--- src/sv/pctd_pkg.sv ---
// ----------------------------------------------------------------------------
// pctd_pkg
// Shared types and constants for the trial-division prime counter.
// ----------------------------------------------------------------------------
package pctd_pkg;

	localparam int LIMIT_BITS_DEF = 16;
	localparam int COUNT_BITS     = 13;

	// 6k +- 1 divisor walk
	localparam int FIRST_DIV  = 5;
	localparam int FIRST_SQ   = 25;
	localparam int DIV_STEP   = 6;
	localparam int DIV_PAIR   = 2;
	localparam int SMALL_DIV  = 3;
	localparam int SMALL_PRIME_MAX = 3;
	localparam int FIRST_CAND = 2;

	typedef enum logic [3:0] {
		ST_IDLE,
		ST_CAND,
		ST_TEST,
		ST_MODA,
		ST_WAITA,
		ST_MODB,
		ST_WAITB,
		ST_NEXT,
		ST_DONE
	} pctd_state_t;

	// status from the remainder unit back to the sequencer
	typedef struct packed {
		logic done;
		logic zero;
	} pctd_mod_stat_t;

endpackage

--- src/sv/pctd_mod_unit.sv ---
// ----------------------------------------------------------------------------
// pctd_mod_unit
// Bit-serial restoring remainder unit: dividend % divisor, one quotient bit
// per cycle. Flags a zero remainder.
// ----------------------------------------------------------------------------
module pctd_mod_unit
	import pctd_pkg::*;
#(
	parameter int LIMIT_BITS = LIMIT_BITS_DEF
) (
	input  logic                  clk,
	input  logic                  arst_n,
	input  logic                  start,
	input  logic [LIMIT_BITS-1:0] dividend,
	input  logic [LIMIT_BITS-1:0] divisor,
	output pctd_mod_stat_t        stat
);

	localparam int CW = $clog2(LIMIT_BITS + 1);

	logic [LIMIT_BITS-1:0] rem_q;
	logic [LIMIT_BITS-1:0] dvd_q;
	logic [LIMIT_BITS-1:0] dsr_q;
	logic [CW-1:0]         cnt_q;
	logic                  busy_q;
	logic                  done_q;

	logic [LIMIT_BITS:0]   shifted;
	logic [LIMIT_BITS:0]   diff;
	logic                  fits;

	assign shifted = {rem_q, dvd_q[LIMIT_BITS-1]};
	assign diff    = shifted - {1'b0, dsr_q};
	assign fits    = shifted >= {1'b0, dsr_q};

	always_ff @(posedge clk or negedge arst_n) begin
		if (!arst_n) begin
			busy_q <= 1'b0;
			done_q <= 1'b0;
			cnt_q  <= '0;
		end else if (start) begin
			busy_q <= 1'b1;
			done_q <= 1'b0;
			cnt_q  <= CW'(LIMIT_BITS);
		end else if (busy_q) begin
			cnt_q <= cnt_q - CW'(1);
			if (cnt_q == CW'(1)) begin
				busy_q <= 1'b0;
				done_q <= 1'b1;
			end
		end else begin
			done_q <= 1'b0;
		end
	end

	always_ff @(posedge clk) begin
		if (start) begin
			rem_q <= '0;
			dvd_q <= dividend;
			dsr_q <= divisor;
		end else if (busy_q) begin
			rem_q <= fits ? diff[LIMIT_BITS-1:0] : shifted[LIMIT_BITS-1:0];
			dvd_q <= {dvd_q[LIMIT_BITS-2:0], 1'b0};
		end
	end

	assign stat.done = done_q;
	assign stat.zero = (rem_q == '0);

endmodule

--- src/sv/pctd_ctrl.sv ---
// ----------------------------------------------------------------------------
// pctd_ctrl
// Sequencer: walks candidates 2..limit, screens small values, evens and
// multiples of 3 (running residue mod 3), issues trial divisions by d, d+2
// (d = 5, 11, ...) while d*d <= n, and counts the primes found.
// ----------------------------------------------------------------------------
module pctd_ctrl
	import pctd_pkg::*;
#(
	parameter int LIMIT_BITS = LIMIT_BITS_DEF
) (
	input  logic                  clk,
	input  logic                  arst_n,
	input  logic                  start,
	input  logic [LIMIT_BITS-1:0] lim,
	input  logic                  out_free,
	input  pctd_mod_stat_t        mod_stat,
	output logic                  idle,
	output logic                  mod_start,
	output logic [LIMIT_BITS-1:0] mod_dividend,
	output logic [LIMIT_BITS-1:0] mod_divisor,
	output logic                  done,
	output logic [COUNT_BITS-1:0] count
);

	localparam int SW = LIMIT_BITS + 2;

	pctd_state_t           state_q, state_d;
	logic [LIMIT_BITS-1:0] lim_q;
	logic [LIMIT_BITS-1:0] n_q;
	logic [1:0]            r3_q;
	logic [LIMIT_BITS-1:0] d_q;
	logic [SW-1:0]         dsq_q;
	logic [COUNT_BITS-1:0] cnt_q;
	logic                  found;

	always_ff @(posedge clk or negedge arst_n) begin
		if (!arst_n) begin
			state_q <= ST_IDLE;
		end else begin
			state_q <= state_d;
		end
	end

	always_comb begin
		state_d     = state_q;
		mod_start   = 1'b0;
		mod_divisor = d_q;
		found       = 1'b0;
		done        = 1'b0;
		unique case (state_q)
			ST_IDLE: begin
				if (start) begin
					state_d = (lim < LIMIT_BITS'(FIRST_CAND)) ? ST_DONE : ST_CAND;
				end
			end
			ST_CAND: begin
				if (n_q <= LIMIT_BITS'(SMALL_PRIME_MAX)) begin
					found   = 1'b1;
					state_d = ST_NEXT;
				end else if (!n_q[0] || r3_q == 2'd0) begin
					state_d = ST_NEXT;
				end else begin
					state_d = ST_TEST;
				end
			end
			ST_TEST: begin
				if (dsq_q > SW'(n_q)) begin
					found   = 1'b1;
					state_d = ST_NEXT;
				end else begin
					state_d = ST_MODA;
				end
			end
			ST_MODA: begin
				mod_start = 1'b1;
				state_d   = ST_WAITA;
			end
			ST_WAITA: begin
				if (mod_stat.done) begin
					state_d = mod_stat.zero ? ST_NEXT : ST_MODB;
				end
			end
			ST_MODB: begin
				mod_start   = 1'b1;
				mod_divisor = d_q + LIMIT_BITS'(DIV_PAIR);
				state_d     = ST_WAITB;
			end
			ST_WAITB: begin
				if (mod_stat.done) begin
					state_d = mod_stat.zero ? ST_NEXT : ST_TEST;
				end
			end
			ST_NEXT: begin
				state_d = (n_q == lim_q) ? ST_DONE : ST_CAND;
			end
			ST_DONE: begin
				if (out_free) begin
					done    = 1'b1;
					state_d = ST_IDLE;
				end
			end
			default: begin
				state_d = ST_IDLE;
			end
		endcase
	end

	always_ff @(posedge clk) begin
		if (state_q == ST_IDLE && start) begin
			lim_q <= lim;
			n_q   <= LIMIT_BITS'(FIRST_CAND);
			r3_q  <= 2'(FIRST_CAND % SMALL_DIV);
			cnt_q <= '0;
		end
		if (found && cnt_q != '1) begin
			cnt_q <= cnt_q + COUNT_BITS'(1);
		end
		if (state_q == ST_CAND) begin
			d_q   <= LIMIT_BITS'(FIRST_DIV);
			dsq_q <= SW'(FIRST_SQ);
		end
		// (d+6)^2 = d^2 + 12d + 36
		if (state_q == ST_WAITB && mod_stat.done && !mod_stat.zero) begin
			d_q   <= d_q + LIMIT_BITS'(DIV_STEP);
			dsq_q <= dsq_q + (SW'(d_q) << 3) + (SW'(d_q) << 2)
				+ SW'(DIV_STEP * DIV_STEP);
		end
		// n mod 3 follows n
		if (state_q == ST_NEXT && n_q != lim_q) begin
			n_q  <= n_q + LIMIT_BITS'(1);
			r3_q <= (r3_q == 2'(SMALL_DIV - 1)) ? 2'd0 : r3_q + 2'd1;
		end
	end

	assign idle         = (state_q == ST_IDLE);
	assign mod_dividend = n_q;
	assign count        = cnt_q;

endmodule

--- src/sv/prime_count_trial_division_unit.sv ---
// Work: one trial division at a time on the remainder unit, summed over all
//   candidates 2..limit (at most about limit * sqrt(limit) / 9 divisions); for
//   a limit below 2 no candidate is tested and the sequencer goes straight to done.
// Throughput: one item at a time, as in_ready is high only while the sequencer
//   is idle; a finished count waits in the sequencer while the output is full.
// Reset: arst_n clears the sequencer, the remainder unit's control and the
//   output valid; no stored data.
// ----------------------------------------------------------------------------
// prime_count_trial_division_unit
// Counts primes in 2..limit by 6k +- 1 trial division on a shared remainder
// unit. The result sits in an output register so a new item can be taken.
// ----------------------------------------------------------------------------
module prime_count_trial_division_unit
	import pctd_pkg::*;
#(
	parameter int LIMIT_BITS = LIMIT_BITS_DEF
) (
	input  logic                  clk,
	input  logic                  arst_n,
	input  logic                  in_valid,
	output logic                  in_ready,
	input  logic [LIMIT_BITS-1:0] limit,
	output logic                  out_valid,
	input  logic                  out_ready,
	output logic [COUNT_BITS-1:0] prime_count
);

	pctd_mod_stat_t        mod_stat;
	logic                  idle;
	logic                  mod_start;
	logic [LIMIT_BITS-1:0] mod_dividend;
	logic [LIMIT_BITS-1:0] mod_divisor;
	logic                  done;
	logic [COUNT_BITS-1:0] count;
	logic                  out_free;
	logic                  out_valid_q;
	logic [COUNT_BITS-1:0] prime_count_q;

	assign out_free = !out_valid_q || out_ready;
	assign in_ready = idle;

	pctd_ctrl #(
		.LIMIT_BITS(LIMIT_BITS)
	) u_ctrl (
		.clk          (clk),
		.arst_n       (arst_n),
		.start        (in_valid),
		.lim          (limit),
		.out_free     (out_free),
		.mod_stat     (mod_stat),
		.idle         (idle),
		.mod_start    (mod_start),
		.mod_dividend (mod_dividend),
		.mod_divisor  (mod_divisor),
		.done         (done),
		.count        (count)
	);

	pctd_mod_unit #(
		.LIMIT_BITS(LIMIT_BITS)
	) u_mod (
		.clk      (clk),
		.arst_n   (arst_n),
		.start    (mod_start),
		.dividend (mod_dividend),
		.divisor  (mod_divisor),
		.stat     (mod_stat)
	);

	always_ff @(posedge clk or negedge arst_n) begin
		if (!arst_n) begin
			out_valid_q <= 1'b0;
		end else if (done) begin
			out_valid_q <= 1'b1;
		end else if (out_ready) begin
			out_valid_q <= 1'b0;
		end
	end

	always_ff @(posedge clk) begin
		if (done) begin
			prime_count_q <= count;
		end
	end

	assign out_valid   = out_valid_q;
	assign prime_count = prime_count_q;

endmodule
--- config.mk ---
export PLATFORM = sky130hd
export DESIGN_NAME = prime_count_trial_division_unit
export DESIGN_NICKNAME = d
export VERILOG_FILES = /design/src/sv/pctd_pkg.sv /design/src/sv/pctd_mod_unit.sv /design/src/sv/pctd_ctrl.sv /design/src/sv/prime_count_trial_division_unit.sv
export SDC_FILE = /design/constraint.sdc
export NUM_CORES = 1
export LEC_CHECK = 0
export ABC_AREA = 1
export BUFFER_PORTS_ARGS = -buffer_cell sky130_fd_sc_hd__clkbuf_2
export CORE_UTILIZATION = 62
export DETAILED_ROUTE_END_ITERATION = 16
export GPL_ROUTABILITY_DRIVEN = 0
export GPL_TIMING_DRIVEN = 0
export PLACE_DENSITY = 0.88
export SETUP_SLACK_MARGIN = 0.1
export SYNTH_ARGS = -nofsm -noshare
export SYNTH_HDL_FRONTEND = slang
export SYNTH_SLANG_ARGS = --single-unit
export TNS_END_PERCENT = 50
--- constraint.sdc ---
create_clock -name clk -period 7.4 [get_ports clk]
set_clock_uncertainty 0.05 [all_clocks]
set_input_delay 1.11 -clock clk [delete_from_list [all_inputs] [get_ports clk]]
set_output_delay 1.11 -clock clk [all_outputs]
set_load 0.005 [all_outputs]
== After elaboration in Yosys (flattened, before gate mapping) ==
Index checks and enable logic that the tools add are counted.

* Register bits: 154
* Latch bits: 0
* Bits in writable memories: 0
* Bits in read-only memories: 0
* Input bits: 20
* Output and inout port bits: 15
* Logic and storage cells: 110
* Memories: 0

* Add/subtract/negate cells: 10
* Multipliers: 0
* Divide/modulo/power cells: 0
* Magnitude comparators: 4
* Equal/unequal tests: 18
* Shift operators: 0
* Multiplexer cells: 43
* Bitwise operators: 0
* Reduce and logical (&&, ||, !) cells: 20

{| class="wikitable"
|+ Operators by type and width
! kind !! number
|-
| $mux W16 || 8
|-
| $add A18 B18 Y18 || 2
|-
| $mux W18 || 2
|-
| $pmux W4 S9 || 1
|-
| $mux W4 || 7
|-
| $mux W13 || 2
|-
| $add A18 B6 Y18 const B || 1
|-
| $gt A18 B16 Y1 || 1
|-
| $ge A17 B16 Y1 || 1
|-
| $add A16 B1 Y16 const B || 1
|-
| $add A16 B2 Y16 const B || 1
|-
| $add A16 B3 Y16 const B || 1
|-
| $eq A16 B16 Y1 || 1
|-
| $eq A4 B3 Y1 const B || 4
|-
| $le A16 B2 Y1 const B || 1
|-
| $logic_not A16 Y1 || 1
|-
| $lt A16 B2 Y1 const B || 1
|-
| $ne A16 B16 Y1 || 1
|-
| $sub A16 B16 Y16 || 1
|-
| $add A13 B1 Y13 const B || 1
|-
| $mux W1 || 13
|-
| $ne A13 B13 Y1 const B || 1
|-
| $mux W5 || 2
|-
| $reduce_bool A2 Y1 || 5
|-
| other kinds (20) || 35
|}

== Longest topological paths before layout ==
Gate-level depths: netlist of run 1.

* Word-level depth: 5
* Mapped depth: 15
* Mapped depth without buffers: 14

== By module ==
Synthesis of run 1 repeated with hierarchy kept, for this count alone.

* Cells, all modules: 1187
* Area, all modules: 10023.4 um^2

{| class="wikitable"
|+ By module, submodules not included
! module !! instances !! cells each !! area each (um^2) !! seq. area each (um^2)
|-
| pctd_ctrl || 1 || 704 || 6093.3 || 2412.3
|-
| pctd_mod_unit || 1 || 465 || 3494.6 || 1456.4
|-
| prime_count_trial_division_unit || 1 || 18 || 435.4 || 415.4
|}

== Least setup slack after synthesis of run 1 ==
Ideal clock, no wire load.

* Path type: input to register
* From: input in_valid
* To: register u_ctrl.n_q[0] (netlist: u_ctrl.mod_dividend[0]) (enable)
* Setup time: 0.375 ns
* Arrival: 2.462 ns
* Data required time: 6.975 ns
* Slack: 4.513 ns
* Stages on the path: 4
* Path buffers: 0
* Cell sequence: inv_1 -> nor2_1 -> inv_1 -> nand2_1

* Word-level cells in the longest chain between the ends: 2

{| class="wikitable"
|+ RTL lines
! what !! line !! source
|-
| start, declared || prime_count_trial_division_unit.sv:20 || <nowiki>input logic in_valid,</nowiki>
|-
| $logic_and A1 B1 Y1 || pctd_ctrl.sv:110 || <nowiki>if (state_q == ST_IDLE && start) begin</nowiki>
|-
| $reduce_bool A2 Y1 (no source line) || -- ||
|-
| end signal, assigned || pctd_ctrl.sv:112 || <nowiki>n_q <= LIMIT_BITS'(FIRST_CAND);</nowiki>
|-
| end signal, assigned || pctd_ctrl.sv:131 || <nowiki>n_q <= n_q + LIMIT_BITS'(1);</nowiki>
|-
| end, declared || pctd_ctrl.sv:30 || <nowiki>logic [LIMIT_BITS-1:0] n_q;</nowiki>
|}

No other way between the ends.
A chain may end at the register's enable or synchronous reset.

== Worst setup path in the final report of run 1 ==
* From: register u_ctrl.d_q[3]
* To: register u_ctrl.dsq_q[17] (data pin)

* Word-level cells in the longest chain between the ends: 4

{| class="wikitable"
|+ RTL lines
! what !! line !! source
|-
| start, declared || pctd_ctrl.sv:32 || <nowiki>logic [LIMIT_BITS-1:0] d_q;</nowiki>
|-
| start signal, assigned || pctd_ctrl.sv:120 || <nowiki>d_q <= LIMIT_BITS'(FIRST_DIV);</nowiki>
|-
| start signal, assigned || pctd_ctrl.sv:125 || <nowiki>d_q <= d_q + LIMIT_BITS'(DIV_STEP);</nowiki>
|-
| $add A18 B18 Y18 || pctd_ctrl.sv:126 || <nowiki>dsq_q <= dsq_q + (SW'(d_q) << 3) + (SW'(d_q) << 2)</nowiki>
|-
| $add A18 B18 Y18 (*) || pctd_ctrl.sv:126 ||
|-
| $add A18 B6 Y18 (*) || pctd_ctrl.sv:127 || <nowiki>+ SW'(DIV_STEP * DIV_STEP);</nowiki>
|-
| $mux W18 (*) || pctd_ctrl.sv:124 || <nowiki>if (state_q == ST_WAITB && mod_stat.done && !mod_stat.zero) begin</nowiki>
|-
| end signal, assigned || pctd_ctrl.sv:121 || <nowiki>dsq_q <= SW'(FIRST_SQ);</nowiki>
|-
| end signal, assigned || pctd_ctrl.sv:126 ||
|-
| end, declared || pctd_ctrl.sv:33 || <nowiki>logic [SW-1:0] dsq_q;</nowiki>
|}

Mark *: on every way between the ends. The rest lies on a longest branch, timed or not.

==> metrics.yaml, run 1 <==
wl_per_cell_um: 15.4
grt.total_usage_pct: 28.2
hold_buffers: 0
via_per_inst: 5.66
synth_compound_area_share_pct: 6.04
powerDensity_nw_per_um2: 165
min_path_type: "reg -> reg"
io_pins: 35
cp_data_arrival_time_ps: 3470
ys.flop_type: "edfxtp_1"
setup_tns_ps: 0
htreeDepth: 4
synthDistinctLibCells: 43
relSlewSlack_pct: 12.2
yosys.area.top_type: "edfxtp_1"
grt_max_degree: 31
num_rows: 45
pwr-share-seq_pct: 51.3
rsz0062_at_grt: "no"
cts_tree: "done"
whs_path_depth: 2
fmax_mhz: 301
ys_seq_area_share_pct: 44.4
yosysMostFrequentCell: "nand2_1"
leakagePower_nw: 5.04
cts.clk_slew.worst_paths_ps: 60
firstDrtPassIters: 5
drv_cap: 0
gr-usage-met1_pct: 36.0
die_w_um: 126
synthAdderAreaFrac_pct: 11.4
synth_edf_count: 121
numCtsBuffers: 17
ys_top_cells_by_count: "267 x nand2_1, 182 x inv_1, 121 x edfxtp_1, 117 x nor2_1, 86 x nand3_1"
fin_area_um2: 10500
grt_overflow: 0
min_period_ps: 3320
busiest_layer: "met2"
yosysWarnings: 0
clockRootBuffer: "clkbuf_16"
synth_xor_area_share_pct: 5.67
dpl_cell_area_um2: 9980
setup_viol: 0
use_met3_pct: 6.50
cp-end-kind: "flip-flop"
min_period_over_period_pct: 44.9
hold_end: "u_mod.rem_q[15]"
pre_cts_ws_ps: 3610
core_um2: 15100
worstPathRequired_ps: 7540
r2r_end: "u_ctrl.dsq_q[17]"
cts_max_path_buffers: 2
reg2reg_depth: 12
port_buffers: 34
syn2layout_area_growth_pct: 10.1
cts_setup_buffers: 0
use_met2_pct: 46.2
synthMuxAreaShare_pct: 0
ys_ff_latch: 149
postRouteWirelength_um: 21300
vias: 7849
grt_pass1_wl_um: 35300
synth_cells: 1134
antennaDiodeCount: 0
reg2reg_from: "u_ctrl.d_q[3]"
fp.dieH_um: 126
synth_area_per_cell_um2: 8.45
nets: 1285
power_mw: 1.74
setup_slack_ps: 4080
start_util_pct: 63.2
critPathKind: "reg -> reg"
synth_top_family_by_area: "simple AND/OR/NAND/NOR gates"
timing_hold_violations_final: 0
postCtsResizedCells: 0
async_reset_ff_share_pct: 8.05
synth_area_um2: 9580
peakVddDrop_uv: 153
drc: 0
synth_top_area_share_pct: 37.9
p_int_mw: 1.39
p_clk_share_pct: 48.2
clock_latency_ps: 430
ant_nets: 0
drt_iter0_drc: 610
reg2reg_slack_ps: 4080
grt_antenna_before_repair: 0
slew_viol_final: 0
die-area_um2: 15900
outcome: "finished clean"
power.share.switching_pct: 20.3
detailed_place_hpwl_um: 15300
comb_power_share_pct: 0.5
drive_above_1_share_pct: 8.51
synthSimpleGateAreaFrac_pct: 24.2
hold_start: "u_mod.rem_q[15]"
worst_pin_slew_ps: 1310
switchingPower_mw: 0.353
first_global_vias: 7602
syn_nets: 1232
start_kind: "flip-flop"
synth_area_leaders: "edfxtp_1 38%, nand2_1 10%, ha_1 8.2%"
crit_path_max_fanout: 7
numClockSinks: 149
[worst max path at each step]
stage / startpoint / to
after floorplan: in_valid / u_ctrl.mod_dividend[0]
after global placement: in_valid / u_ctrl.r3_q[0]
after detailed placement: in_valid / u_ctrl.mod_dividend[1]
after CTS: u_ctrl.state_q[2] / u_ctrl.r3_q[0]
after global routing: u_ctrl.d_q[3] / u_ctrl.dsq_q[17]
final: u_ctrl.d_q[3] / u_ctrl.dsq_q[17]
[state kept, by name, indices dropped and copies added, names as in the netlist]
signal / count
u_ctrl.count: 13
u_ctrl.r3_q: 2
prime_count: 13
u_mod.dsr_q: 15
u_mod.cnt_q: 5
u_ctrl.d_q: 15
u_ctrl.state_q: 4
u_ctrl.mod_dividend: 16
u_mod.busy_q: 1
u_mod.done_q: 1
u_ctrl.dsq_q: 15
u_mod.dvd_q: 16
out_valid: 1
u_ctrl.lim_q: 16
u_mod.rem_q: 16
[worst max-delay path, stage by stage (launching register included)]
cell and delay [ps]:
edfxtp_1 520, inv_1 170, fa_1 520, inv_1 40, ha_1 280, ha_1 360, nand2_1 70, o21ai_0 460
nand3_1 140, nand2_1 140, nand3_1 130, a21oi_1 160, nor2_1 60
[routing by layer]
metal / wire (µm) / vias to the layer above
met3: 1370 / 59
met2: 10200 / 320
li1: - / 3801
met4: 617 / 0
met5: 0 / -
met1: 9110 / 3669
[power groups by stage]
stage          logic, mW  registers [mW]  clock network [mW]
6_report         0.00872           0.895               0.840
5_1_grt          0.00993           0.895               0.877
4_1_cts          0.00879           0.895               0.844
3_5_place_dp     0.00870           0.913                   0
3_3_place_gp     0.00831           0.913                   0
2_1_floorplan    0.00127           0.913                   0
[through the flow]
step                      instances  hold WS (ps)  utilization (%)
after floorplan                1134           393                -
after global placement         1356           408             65.9
after detailed placement       1356           413             65.9
after CTS                      1386           422             69.6
after global routing           1386           443             69.6
final                          1386           425             69.6
[cell families after synthesis]
family | count (synthesis)
AND/OR/NAND/NOR | 537
adder cells (fa/ha/maj) | 78
buffers and inverters | 202
flip-flops | 149
XOR/XNOR | 62
AO/OA/AOI/OAI | 106
[cell type report]
cell class,count,area (µm²)
flip-flops and latches,149,4250
fillers,1117,4600
plain buffers,13,81.3
clock inverters,12,130
multi-input cells,783,4530
well taps,188,235
clock buffers,18,429
repair buffers,34,170
inverters,189,712
[cells in the final DEF (no fill, tap or decap), drive strengths merged, types with 2 or more instances in the layout]
master,synthesis,routed
dfxtp,16,16
nand2,274,274
or2,4,4
nand4,23,23
a21o,4,4
nand3,87,87
inv,189,191
clkinv,0,4
dfrtp,12,12
clkbuf,2,54
o21bai,2,2
a31oi,4,4
o211ai,2,2
xor2,31,31
and2,2,2
nand3b,2,2
xnor2,31,31
nor3,21,21
fa,15,15
nor2,122,122
clkinvlp,0,4
ha,63,63
edfxtp,121,121
a21oi,50,50
o21ai,40,40
bufinv,0,2
buf,11,11
No activity file was read; power rests on OpenSTA's default activity.
==> inputs of run 2 (changes only) <==
- clock period: 7.4 -> 3.2 ns (I/O delays scaled with it)
==> metrics.yaml, run 2 (synthesis results as in run 1) <==
clock_latency_ps: 430  # about the same
pre_cts_ws_ps: -282  # was 3610 ps
slew_viol_final: 0  # unchanged
antennaDiodeCount: 0  # unchanged
nets: 1287  # was 1285
final_common_cell: "nand2_1"  # unchanged
cts.clk_slew.worst_paths_ps: 60  # about the same
fillers: 1108  # was 1117
drt-met1-wl_um: 8990  # was 9110 µm
wl_per_cell_um: 15.5  # was 15.4 µm
min_period_ps: 3030  # was 3320 ps
cp_data_arrival_time_ps: 3170  # was 3470 ps
postRouteWirelength_um: 21500  # was 21300 µm
setup_slack_ps: 170  # was 4080 ps
seqCellArea_um2: 4250  # unchanged
port_buffers: 34  # unchanged
outcome: "finished clean"  # unchanged
reg2reg_depth: 11  # was 12
fp.dieH_um: 126  # unchanged
numCtsBuffers: 17  # unchanged
first_global_vias: 7617  # was 7602
vias: 7919  # was 7849
grt.total_usage_pct: 28.3  # was 28.2%
drt_iter0_drc: 748  # was 610
grt_antenna_before_repair: 0  # unchanged
dr_wl_met3_um: 1650  # was 1370 µm
io_pins: 35  # unchanged
leakagePower_nw: 5.05  # was 5.04 nW
whs_path_depth: 1  # was 2
dpl_cell_area_um2: 9980  # unchanged
maxUsedRoutingLayer: "met4"  # unchanged
grt_max_degree: 31  # unchanged
setup_viol: 0  # unchanged
cp-end-kind: "flip-flop"  # unchanged
timing_hold_violations_final: 0  # unchanged
drv_cap: 0  # unchanged
fmax_mhz: 330  # was 301 MHz
crit_path_max_fanout: 7  # unchanged
syn2layout_area_growth_pct: 10.5  # was 10.1%
min_period_over_period_pct: 94.7  # was 44.9%
critPathKind: "reg -> reg"  # unchanged
worstPathRequired_ps: 3340  # was 7540 ps
min_path_type: "in -> reg"  # was reg -> reg
drc: 0  # unchanged
num_rows: 45  # unchanged
start_kind: "flip-flop"  # unchanged
drive_above_1_share_pct: 9.00  # was 8.51%
peakVddDrop_uv: 351  # was 153 µV
detailed_place_hpwl_um: 15300  # unchanged
clockRootBuffer: "clkbuf_16"  # unchanged
cts_tree: "done"  # unchanged
firstDrtPassIters: 7  # was 5
relSlewSlack_pct: 12.2  # about the same
ant_nets: 0  # unchanged
final_cell_mix: "266 x nand2_1, 180 x inv_1, 121 x edfxtp_1"  # was 267 x nand2_1, 182 x inv_1, 121 x edfxtp_1
die_w_um: 126  # unchanged
via_per_inst: 5.71  # was 5.66
cts_max_path_buffers: 2  # unchanged
multi_input_area_um2: 4560  # was 4530 µm²
start_util_pct: 63.2  # unchanged
grt_overflow: 0  # unchanged
powerDensity_nw_per_um2: 381  # was 165 nW/µm²
power_mw: 4.03  # was 1.74 mW
wl_met2_um: 10300  # was 10200 µm
numClockSinks: 149  # unchanged
rsz0062_at_grt: "yes"  # was no
fin_area_um2: 10600  # was 10500 µm²
worst_pin_slew_ps: 1310  # about the same
htreeDepth: 4  # unchanged
die-area_um2: 15900  # unchanged
core_um2: 15100  # unchanged
grt_pass1_wl_um: 35400  # was 35300 µm
## run 2: cell count changes in the layout (fill, tap and decap cells not counted), sizes merged
cell         before  now
dlygate4sd3       0    1
buf              11   12
## run 2: per-stage QoR
stage | std cells | TNS, ps | util, % | hold WS, ps
floorplan | 1134 | 0 | - | 134
global placement | 1356 | -3280 | 65.9 | 327
detailed placement | 1356 | -6260 | 65.9 | 330
CTS | 1387 | 0 | 69.7 | 166
global route | 1388 | 0 | 69.9 | 164
finish | 1388 | 0 | 69.9 | 173
## run 2: layout make-up
type,count,share of cell area [%]
clock inverters,12,1.23
clock buffers,18,4.05
repair buffers,36,1.77
flip-flops and latches,149,40.2
multi-input cells,783,43.0
plain buffers,13,0.768
inverters,189,6.73
well taps,188,2.22
## run 2: critical path, cell delays in order, from the launching register on
cell and delay [ps]:
edfxtp_1 420, inv_1 300, fa_1 510, inv_1 90, ha_1 240, ha_1 360, a21o_1 230, o21bai_1 160
a21oi_1 220, nand3_1 110, nand2_1 70, nor2_1 30
## run 2: repair_timing
item                                   CTS  global route
gates resized for setup                  3             7
endpoints found under the hold margin   12             0
setup endpoints to repair               33            34
gates cloned                             0             0
setup buffers                            0             1
hold buffers                             1             0
## run 2: worst paths after layout
path / end / start / slack, ps
setup / recovery: u_ctrl.dsq_q[17] / u_ctrl.d_q[10] / 170
hold / removal: u_ctrl.lim_q[0] / limit[0] / 170
setup reg to reg: u_ctrl.dsq_q[17] / u_ctrl.d_q[10] / 170
hold reg to reg: u_mod.rem_q[14] / u_mod.rem_q[14] / 430
max in group asynchronous: u_ctrl.state_q[3] / arst_n / 2430
min in group asynchronous: u_ctrl.state_q[0] / arst_n / 420
## run 2: per-layer routing
metal | GRT usage, % | vias up
li1 | - | 3807
met1 | 36.1 | 3706
met2 | 46.3 | 357
met3 | 6.50 | 49
met4 | 12.4 | 0
met5 | 0 | -
## run 2: report_power, final
| group | switching [mW] | internal [mW] | total, mW |
|---|---|---|---|
| sequential | 0.0000000000000000260 | 2.07 | 2.07 |
| clock | 0.802 | 1.14 | 1.94 |
| combinational | 0.0110 | 0.0105 | 0.0215 |
==> inputs of run 3 (changes only) <==
- BUFFER_PORTS_ARGS: -buffer_cell sky130_fd_sc_hd__clkbuf_2 -> -buffer_cell sky130_fd_sc_hd__buf_2
- CORE_MARGIN: unset -> 5
==> metrics.yaml, run 3 (synthesis results as in run 1) <==
detailed_place_hpwl_um: 15800  # was 15300 µm
reg2reg_from: "u_ctrl.d_q[3]"  # was u_ctrl.d_q[10]
fmax_mhz: 328  # was 330 MHz
via_per_inst: 5.69  # was 5.71
min_path_type: "in -> reg"  # unchanged
cp-startpoint: "u_ctrl.d_q[3]"  # was u_ctrl.d_q[10]
numClockSinks: 149  # unchanged
grt_pass1_wl_um: 35700  # was 35400 µm
worst_pin_slew_ps: 851  # was 1310 ps
final_cell_mix: "266 x nand2_1, 182 x inv_1, 121 x edfxtp_1"  # was 266 x nand2_1, 180 x inv_1, 121 x edfxtp_1
setup_viol: 0  # unchanged
grt.total_usage_pct: 24.8  # was 28.3%
cts.clk_slew.worst_paths_ps: 60  # about the same
nets: 1289  # was 1287
relSlewSlack_pct: 43.2  # was 12.2%
timing_hold_violations_final: 0  # unchanged
drive_above_1_share_pct: 8.89  # was 9.00%
rsz0062_at_grt: "yes"  # unchanged
syn2layout_area_growth_pct: 11.3  # was 10.5%
io_pins: 35  # unchanged
start_util_pct: 63.0  # was 63.2%
ant_nets: 0  # unchanged
cp-end-kind: "flip-flop"  # unchanged
drt_iter0_drc: 766  # was 748
htreeDepth: 4  # unchanged
min_period_over_period_pct: 95.1  # was 94.7%
die_w_um: 134  # was 126 µm
antennaDiodeCount: 0  # unchanged
postRouteWirelength_um: 21600  # was 21500 µm
fp.dieH_um: 134  # was 126 µm
worstPathRequired_ps: 3330  # was 3340 ps
min_period_ps: 3040  # was 3030 ps
powerDensity_nw_per_um2: 397  # was 381 nW/µm²
maxUsedRoutingLayer: "met4"  # unchanged
fin_area_um2: 10700  # was 10600 µm²
port_buffers: 34  # unchanged
firstDrtPassIters: 7  # unchanged
drv_cap: 0  # unchanged
dpl_cell_area_um2: 9980  # unchanged
wl_per_cell_um: 15.5  # about the same
grt_overflow: 0  # unchanged
leakagePower_nw: 5.09  # was 5.05 nW
final_common_cell: "nand2_1"  # unchanged
critPathKind: "reg -> reg"  # unchanged
hold_start: "limit[0]"  # unchanged
setup_tns_ps: 0  # unchanged
outcome: "finished clean"  # unchanged
slew_viol_final: 0  # unchanged
cts_max_path_buffers: 2  # unchanged
drc: 0  # unchanged
wl_met2_um: 10200  # was 10300 µm
first_global_vias: 7643  # was 7617
clockRootBuffer: "clkbuf_16"  # unchanged
cts_tree: "done"  # unchanged
core_um2: 15200  # was 15100 µm²
grt_antenna_before_repair: 0  # unchanged
grt_max_degree: 31  # unchanged
start_kind: "flip-flop"  # unchanged
dr_wl_met3_um: 1650  # about the same
cp_data_arrival_time_ps: 3180  # was 3170 ps
crit_path_max_fanout: 6  # was 7
power_mw: 4.24  # was 4.03 mW
die-area_um2: 18000  # was 15900 µm²
clock_latency_ps: 430  # about the same
num_rows: 45  # unchanged
peakVddDrop_uv: 390  # was 351 µV
numCtsBuffers: 17  # unchanged
vias: 7920  # was 7919
drt-met1-wl_um: 8850  # was 8990 µm
==> run 3: layout make-up <==
| class | instances | area, µm² |
|---|---|---|
| clock inverters | 10 | 184 |
| flip-flops and latches | 149 | 4250 |
| inverters | 189 | 712 |
| fillers | 1079 | 4540 |
| plain buffers | 13 | 81.3 |
| multi-input cells | 783 | 4550 |
| clock buffers | 22 | 444 |
| repair buffers | 38 | 203 |
| well taps | 188 | 235 |
==> run 3: stage by stage <==
stage / setup WS, ps / instances / util (%) / hold slack (ps)
after floorplan: 359 / 1134 / - / 134
after global placement: -189 / 1356 / 65.7 / 319
after detailed placement: -319 / 1356 / 65.7 / 322
after CTS: 127 / 1389 / 69.9 / 169
after global routing: 3.95 / 1392 / 70.1 / 175
final: 155 / 1392 / 70.1 / 178
==> run 3: critical path: stages (launching register included) <==
cell and delay [ps]:
edfxtp_1 450, inv_1 140, fa_1 530, inv_1 50, ha_1 280, ha_1 370, nand2_1 100, o21ai_2 260
nand3_1 110, nand2_1 130, nand3_1 120, a21oi_1 150, nor2_1 60
==> run 3: timing repair <==
| item | CTS | global route |
|---|---|---|
| resized for setup | 4 | 3 |
| endpoints found under the setup margin | 36 | 18 |
| endpoints found under the hold margin | 12 | 0 |
| hold buffers | 1 | 0 |
| buffers inserted | 0 | 3 |
| pin swaps | 0 | 0 |
==> run 3: final timing paths <==
kind                                     to  slack (ps)  depth (start not counted)
setup / recovery           u_ctrl.dsq_q[17]         160                         12
hold / removal              u_ctrl.lim_q[0]         180                          1
setup reg to reg           u_ctrl.dsq_q[17]         160                         12
hold reg to reg             u_mod.rem_q[14]         430                          2
max in group asynchronous    u_mod.cnt_q[3]        2470                          2
min in group asynchronous    u_mod.cnt_q[2]         410                          2
==> run 3: metal layers <==
layer  GRT usage (%)  vias up
met1            31.8     3630
met5               0        -
met3            4.73       69
met4            12.4        0
met2            40.4      402
li1                -     3819
==> run 3: where the power goes <==
group                 switching [mW]  internal [mW]  total (mW)
sequential     0.0000000000000000262           2.07        2.07
combinational                 0.0105         0.0104      0.0210
clock                          0.762           1.38        2.14
